==> src/sv/roc_pkg.sv <==
// ----------------------------------------------------------------------------
// roc_pkg
// Shared widths and stage payload types for the RGBA "over" compositor.
// ----------------------------------------------------------------------------
package roc_pkg;

  localparam int ChW        = 8;              // one color or alpha channel
  localparam int NumCh      = 3;              // red, green, blue
  localparam int NumW       = 2 * ChW + 1;    // fa*fc + w*bc
  localparam int InW        = 8 * ChW;        // packed input transfer
  localparam int OutW       = 4 * ChW;        // packed output transfer
  localparam int DivPerStg  = 2;              // quotient bits per divider stage
  localparam int DivStages  = ChW / DivPerStg;

  localparam logic [ChW-1:0] ChMax = {ChW{1'b1}};

  typedef logic [ChW-1:0]  ch_t;
  typedef logic [NumW-1:0] num_t;

  typedef struct packed {
    ch_t [NumCh-1:0] fg_c;   // index 0 red, 1 green, 2 blue
    ch_t             fa;
    ch_t [NumCh-1:0] bg_c;
    ch_t             ba;
  } pix_t;

  typedef struct packed {
    ch_t [NumCh-1:0] fg_c;
    ch_t             fa;
    ch_t [NumCh-1:0] bg_c;
    ch_t             ba;
    ch_t             w;      // weighted background alpha
  } wgt_t;

  typedef struct packed {
    num_t [NumCh-1:0] rem;   // partial remainder
    ch_t              dvs;   // divisor, never zero
    ch_t  [NumCh-1:0] quo;   // quotient bits found so far
    ch_t              alpha; // output alpha
  } div_t;

endpackage

==> src/sv/rgba_over_compositor.sv <==
// ----------------------------------------------------------------------------
// rgba_over_compositor
// Porter-Duff "over" of a straight-alpha RGBA8888 foreground pixel onto a
// background pixel, normalized by the output alpha.
//
//   channel | dir | width | content
//   --------+-----+-------+------------------------------------------------
//   in_     | in  |  64   | fg r,g,b,a then bg r,g,b,a, 8 bits each
//   out_    | out |  32   | r,g,b,a, 8 bits each
//
// One pixel per clock sustained while out_tready stays high; stages are weight, mix
// and four 2-bit restoring divider stages (the last stage is the output register).
// Each stage loads whenever it is empty or its successor takes its transfer,
// so bubbles are squeezed out and a stall loses nothing.
// rst_n clears the stage valid bits only; no state is kept between pixels.
// ----------------------------------------------------------------------------
module rgba_over_compositor
  import roc_pkg::*;
(
  input  logic            clk,
  input  logic            rst_n,
  input  logic            in_tvalid,
  output logic            in_tready,
  input  logic [InW-1:0]  in_tdata,   // fg_red, fg_green, fg_blue, fg_alpha,
                                      // bg_red, bg_green, bg_blue, bg_alpha
  output logic            out_tvalid,
  input  logic            out_tready,
  output logic [OutW-1:0] out_tdata   // out_red, out_green, out_blue, out_alpha
);

  pix_t pix;
  logic w_vld;
  logic w_rdy;
  wgt_t w_dat;

  logic [DivStages:0] d_vld;
  logic [DivStages:0] d_rdy;
  div_t               d_dat [DivStages+1];

  always_comb begin
    for (int c = 0; c < NumCh; c++) begin
      pix.fg_c[c] = in_tdata[c*ChW +: ChW];
      pix.bg_c[c] = in_tdata[(c+4)*ChW +: ChW];
    end
    pix.fa = in_tdata[3*ChW +: ChW];
    pix.ba = in_tdata[7*ChW +: ChW];
  end

  roc_weight u_weight (
    .clk   (clk),
    .rst_n (rst_n),
    .vld_i (in_tvalid),
    .rdy_o (in_tready),
    .dat_i (pix),
    .vld_o (w_vld),
    .rdy_i (w_rdy),
    .dat_o (w_dat)
  );

  roc_mix u_mix (
    .clk   (clk),
    .rst_n (rst_n),
    .vld_i (w_vld),
    .rdy_o (w_rdy),
    .dat_i (w_dat),
    .vld_o (d_vld[0]),
    .rdy_i (d_rdy[0]),
    .dat_o (d_dat[0])
  );

  for (genvar g = 0; g < DivStages; g++) begin : g_div
    roc_div_stage #(
      .BIT_HI (ChW - 1 - g * DivPerStg)
    ) u_div (
      .clk   (clk),
      .rst_n (rst_n),
      .vld_i (d_vld[g]),
      .rdy_o (d_rdy[g]),
      .dat_i (d_dat[g]),
      .vld_o (d_vld[g+1]),
      .rdy_i (d_rdy[g+1]),
      .dat_o (d_dat[g+1])
    );
  end

  assign d_rdy[DivStages] = out_tready;
  assign out_tvalid       = d_vld[DivStages];
  assign out_tdata        = {d_dat[DivStages].alpha,
                             d_dat[DivStages].quo[2],
                             d_dat[DivStages].quo[1],
                             d_dat[DivStages].quo[0]};

endmodule

==> src/sv/roc_weight.sv <==
// ----------------------------------------------------------------------------
// roc_weight
// Stage 1: weighted background alpha w = floor(ba * (255 - fa) / 255).
// ----------------------------------------------------------------------------
module roc_weight
  import roc_pkg::*;
(
  input  logic clk,
  input  logic rst_n,
  input  logic vld_i,
  output logic rdy_o,
  input  pix_t dat_i,
  output logic vld_o,
  input  logic rdy_i,
  output wgt_t dat_o
);

  logic              vld_r;
  wgt_t              dat_r;
  wgt_t              dat_nxt;
  logic [2*ChW-1:0]  prod;
  logic [2*ChW-1:0]  sum;

  assign rdy_o = !vld_r || rdy_i;

  // x / 255 for 16-bit x: (x + (x >> 8) + 1) >> 8
  always_comb begin
    prod = dat_i.ba * (ChMax - dat_i.fa);
    sum  = prod + (prod >> ChW) + (2*ChW)'(1);
    dat_nxt.fg_c = dat_i.fg_c;
    dat_nxt.fa   = dat_i.fa;
    dat_nxt.bg_c = dat_i.bg_c;
    dat_nxt.ba   = dat_i.ba;
    dat_nxt.w    = sum[2*ChW-1:ChW];
  end

  always_ff @(posedge clk) begin
    if (!rst_n) begin
      vld_r <= 1'b0;
    end else if (rdy_o) begin
      vld_r <= vld_i;
    end
  end

  always_ff @(posedge clk) begin
    if (rdy_o && vld_i) begin
      dat_r <= dat_nxt;
    end
  end

  assign vld_o = vld_r;
  assign dat_o = dat_r;

  a_w_le_ba: assert property (@(posedge clk) disable iff (!rst_n)
    vld_r |-> dat_r.w <= dat_r.ba)
    else $error("weighted alpha exceeds background alpha");

  a_oa_fits: assert property (@(posedge clk) disable iff (!rst_n)
    vld_r |-> ({1'b0, dat_r.fa} + {1'b0, dat_r.w}) <= {1'b0, ChMax})
    else $error("output alpha overflows");

endmodule

==> src/sv/roc_mix.sv <==
// ----------------------------------------------------------------------------
// roc_mix
// Stage 2: output alpha and weighted channel sums, divider setup.
// ----------------------------------------------------------------------------
module roc_mix
  import roc_pkg::*;
(
  input  logic clk,
  input  logic rst_n,
  input  logic vld_i,
  output logic rdy_o,
  input  wgt_t dat_i,
  output logic vld_o,
  input  logic rdy_i,
  output div_t dat_o
);

  logic vld_r;
  div_t dat_r;
  div_t dat_nxt;
  ch_t  oa;
  logic transp;

  assign rdy_o = !vld_r || rdy_i;

  // transparent fg: background passes through as bc / 1, alpha = ba = fa + w
  always_comb begin
    oa     = dat_i.fa + dat_i.w;
    transp = (dat_i.fa == '0);
    dat_nxt.alpha = oa;
    dat_nxt.quo   = '0;
    dat_nxt.dvs   = transp ? ch_t'(1) : oa;
    for (int c = 0; c < NumCh; c++) begin
      if (transp) begin
        dat_nxt.rem[c] = NumW'(dat_i.bg_c[c]);
      end else begin
        dat_nxt.rem[c] = (NumW'(dat_i.fa) * NumW'(dat_i.fg_c[c])) +
                         (NumW'(dat_i.w) * NumW'(dat_i.bg_c[c]));
      end
    end
  end

  always_ff @(posedge clk) begin
    if (!rst_n) begin
      vld_r <= 1'b0;
    end else if (rdy_o) begin
      vld_r <= vld_i;
    end
  end

  always_ff @(posedge clk) begin
    if (rdy_o && vld_i) begin
      dat_r <= dat_nxt;
    end
  end

  assign vld_o = vld_r;
  assign dat_o = dat_r;

  a_dvs_nz: assert property (@(posedge clk) disable iff (!rst_n)
    vld_r |-> dat_r.dvs != '0)
    else $error("zero divisor entered divider");

endmodule

==> src/sv/roc_div_stage.sv <==
// ----------------------------------------------------------------------------
// roc_div_stage
// Restoring divider stage: resolves quotient bits BIT_HI down to
// BIT_HI-DivPerStg+1 for all three channels.
// ----------------------------------------------------------------------------
module roc_div_stage
  import roc_pkg::*;
#(
  parameter int BIT_HI = ChW - 1
) (
  input  logic clk,
  input  logic rst_n,
  input  logic vld_i,
  output logic rdy_o,
  input  div_t dat_i,
  output logic vld_o,
  input  logic rdy_i,
  output div_t dat_o
);

  localparam int BitLo = BIT_HI - DivPerStg + 1;

  logic vld_r;
  div_t dat_r;
  div_t dat_nxt;
  num_t r;
  num_t sh;
  ch_t  q;

  assign rdy_o = !vld_r || rdy_i;

  always_comb begin
    r   = '0;
    sh  = '0;
    q   = '0;
    dat_nxt = dat_i;
    for (int c = 0; c < NumCh; c++) begin
      r = dat_i.rem[c];
      q = dat_i.quo[c];
      for (int b = 0; b < DivPerStg; b++) begin
        sh = NumW'(dat_i.dvs) << (BIT_HI - b);
        if (r >= sh) begin
          r = r - sh;
          q[BIT_HI - b] = 1'b1;
        end
      end
      dat_nxt.rem[c] = r;
      dat_nxt.quo[c] = q;
    end
  end

  always_ff @(posedge clk) begin
    if (!rst_n) begin
      vld_r <= 1'b0;
    end else if (rdy_o) begin
      vld_r <= vld_i;
    end
  end

  always_ff @(posedge clk) begin
    if (rdy_o && vld_i) begin
      dat_r <= dat_nxt;
    end
  end

  assign vld_o = vld_r;
  assign dat_o = dat_r;

  a_rem_bound: assert property (@(posedge clk) disable iff (!rst_n)
    vld_r |-> (dat_r.rem[0] < (NumW'(dat_r.dvs) << BitLo)) &&
              (dat_r.rem[1] < (NumW'(dat_r.dvs) << BitLo)) &&
              (dat_r.rem[2] < (NumW'(dat_r.dvs) << BitLo)))
    else $error("partial remainder out of range");

endmodule

==> config.mk <==
export PLATFORM = sky130hd
export DESIGN_NAME = rgba_over_compositor
export DESIGN_NICKNAME = d
export VERILOG_FILES = /design/src/sv/roc_pkg.sv /design/src/sv/rgba_over_compositor.sv /design/src/sv/roc_weight.sv /design/src/sv/roc_mix.sv /design/src/sv/roc_div_stage.sv
export SDC_FILE = /design/constraint.sdc
export NUM_CORES = 2
export LEC_CHECK = 0
export BUFFER_PORTS_ARGS = -buffer_cell sky130_fd_sc_hd__buf_2
export CORE_AREA = 10 10 310 223
export CTS_CLUSTER_DIAMETER = 60
export DETAILED_ROUTE_END_ITERATION = 10
export DIE_AREA = 0 0 320 233
export PLACE_DENSITY_LB_ADDON = 0.2
export SLEW_MARGIN = 20
export SYNTH_ARGS = -nofsm -noshare
export SYNTH_HDL_FRONTEND = slang
export SYNTH_SLANG_ARGS = --single-unit
export TNS_END_PERCENT = 50
==> constraint.sdc <==
create_clock -name clk -period 11.9 [get_ports clk]
set_input_delay 2.38 -clock clk [delete_from_list [all_inputs] [get_ports clk]]
set_output_delay 2.38 -clock clk [all_outputs]
set_load 0.005 [all_outputs]
==> reports/metrics.cfg <==
[outcome]
status=finished, final reports clean

[cts]
cts_tree=done
clk_pin_slew_ns=0.06
cts_htree_levels=2
cts-root-buf=clkbuf_16
cts_buffer_depth=3
numCtsBuffers=46
worstSkewPairLatency_ns=0.62
post_cts_buffers=0
post_cts_resized=0
clock_sinks=406
ctsHoldBuffers=0

[synth]
syn_inst=4095
synth.distinct_cells=87
synth_area_sq_mm=0.0406
syn_avg_cell_area_sq_um=9.91
synth_flop_cell=edfxtp_1
ys_warn_count=0
ys_ff_latch=406
syn_nets=4948
synth_top_area_share_pct=29.6
synth_largest_area_cell=edfxtp_1
ys_async_sr_fraction_pct=0
synth-seq-area-share_pct=29.9
netlist_top_cells_count=inv_1, ha_1, edfxtp_1
synth_most_common_cell=inv_1
synth_area_leaders=edfxtp_1, fa_1, ha_1
synth_edf_count=400

[global_routing]
grt_pass1_vias=29402
grt_pass1_wl_mm=156
grt_usage_pct=25.8
overflow=0
antenna_found_initial=0
grt_max_degree=74

[routing]
drtAntennaViolNets=0
drc_errors=0
viasPerCell=5.85
wirelength_mm=93.9
num_vias=29434
drt_iter0_drc=2623
wl_per_cell_um=18.7
dr.pass1.iters=6

[sta]
worst_slew_pin_slew_ns=1.15
max_freq_mhz=123
fin_crit_sh_pct=68.2
setup_viol_count_final=0
maxSlewHeadroom_pct=23.3
hold_viol=0
rsz0062_at_grt=no
fin_tns_setup_ns=0
final_max_slew_viol_count=0
min_period_ns=8.12
skew_ns=0.0236

[critical_path]
cp.required_ns=12.25
critPathKind=in -> reg
crit_path_start_kind=input pin
end_kind=flip-flop
cp_max_fo=8
cp.arrival_ns=8.47

[placed_design]
hpwlAfterDp_mm=72.1
port_buffers=101
gp_congestion=0.913

[die]
initial_core_util_pct=64.7
io-pin-count=102
row_count=77
die_y_um=233
core-area_sq_mm=0.0627
dieArea_sq_mm=0.0746
die_w_um=320

[min_path]
holdCritPathClass=reg -> reg

[run]
cap_violations=0

[cells_and_area]
n_antenna_cell=0
syn_to_final_growth_pct=7.30
finalNetCount=5014
drive_gt1_share_pct=7.07

-- metal layers --
layer  GRT usage (%)  up-vias  share of wire [%]
li1                -    13962                  -
met1            38.5    14352                 47
met2            38.6     1017                 43
met3            5.29      103                9.1
met4            4.53        0                1.4
met5           0.457        -                  0
-- critical path, stage by stage --
cell and delay [ns]:
buf_2 0.17, nor2b_1 0.20, fa_1 0.47, fa_1 0.52, fa_1 0.50, inv_1 0.05
fa_1 0.47, inv_1 0.05, ha_1 0.22, or4_1 0.52, a21oi_1 0.21, nor2_1 0.10
a21o_1 0.19, a21oi_1 0.19, xor2_1 0.35, inv_1 0.10, ha_1 0.31, o211ai_1 0.10
a21oi_1 0.06, a211oi_1 0.45, maj3_1 0.27, o21bai_1 0.07, a21o_1 0.25, nor2b_1 0.16
xnor2_1 0.12
-- cell type report --
type                    instances  area, sq um
fillers                      4771        19200
clock inverters                34          444
repair buffers                134          753
well taps                     829         1040
flip-flops and latches        406        12100
clock buffers                  52         1210
multi-input cells            2972        25700
inverters                     601         2260
-- cells by family after synthesis --
group | count (synthesis) | synth area share [%]
compound gates | 637 | 10.1
xor+xnor | 203 | 4.38
fa+ha+maj | 786 | 30.7
buf+inv | 717 | 6.95
flops | 406 | 29.9
mux | 70 | 1.86
simple gates | 1276 | 16.1
-- stage by stage --
stage / util [%] / hold WS (ns) / std cells / area, sq um / worst slack (ns)
3_5_place_dp: 66.8 / 0.405 / 4942 / 41900 / 3.24
5_1_grt: 69.4 / 0.413 / 5028 / 43600 / 3.38
6_report: 69.4 / 0.411 / 5028 / 43600 / 3.78
4_1_cts: 69.4 / 0.411 / 5028 / 43600 / 3.82
3_3_place_gp: 66.8 / 0.400 / 4942 / 41900 / 3.37
2_1_floorplan: - / 0.400 / 4095 / 40600 / 2.61
-- sequential cells by signal, indices dropped and copies added (netlist names) --
| name | flops |
|---|---|
| g_div.u_div.dat_o | 269 |
| u_mix.dat_o | 67 |
| u_weight.dat_o | 64 |
| g_div.u_div.vld_o | 4 |
| u_mix.vld_o | 1 |
| u_weight.vld_o | 1 |
-- placed cells by master (no fill, tap or decap), types with 20 or more instances in the layout --
master     count
nor3_1        59
nor2b_1      108
nor2_1       231
o21bai_1      21
buf_2        101
o31ai_1       24
nand2_1      345
nand2b_1      53
nand4_1       45
edfxtp_1     400
a211oi_1      23
xnor2_1      133
inv_1        600
nand3_1       39
buf_4         33
o21ai_0      143
mux2_2        43
nor4_1        26
a21o_1        74
mux2i_1       26
ha_1         436
o21a_1        39
and2_1       262
or2_2         20
xor2_1        70
a21oi_1      166
fa_1         349
clkbuf_16     47
-- final timing paths --
path | cells after the start | start | slack, ns | endpoint
worst max-delay path | 25 | in_tdata[59] | 3.78 | u_weight.dat_o[4]$_DFFE_PP_
worst max register to register | 21 | u_mix.dat_o[33]$_SDFFCE_PP0P_ | 4.87 | g_div[0].u_div.dat_o[73]$_DFFE_PP_
worst min-delay path | 0 | g_div[0].u_div.dat_o[14]$_SDFFCE_PN1P_ | 0.41 | g_div[1].u_div.dat_o[14]$_DFFE_PP_
worst min register to register | 0 | g_div[0].u_div.dat_o[14]$_SDFFCE_PN1P_ | 0.41 | g_div[1].u_div.dat_o[14]$_DFFE_PP_
Power is not shown: default switching activity piles up to over one toggle a cycle in this logic, so the estimate is an artifact.
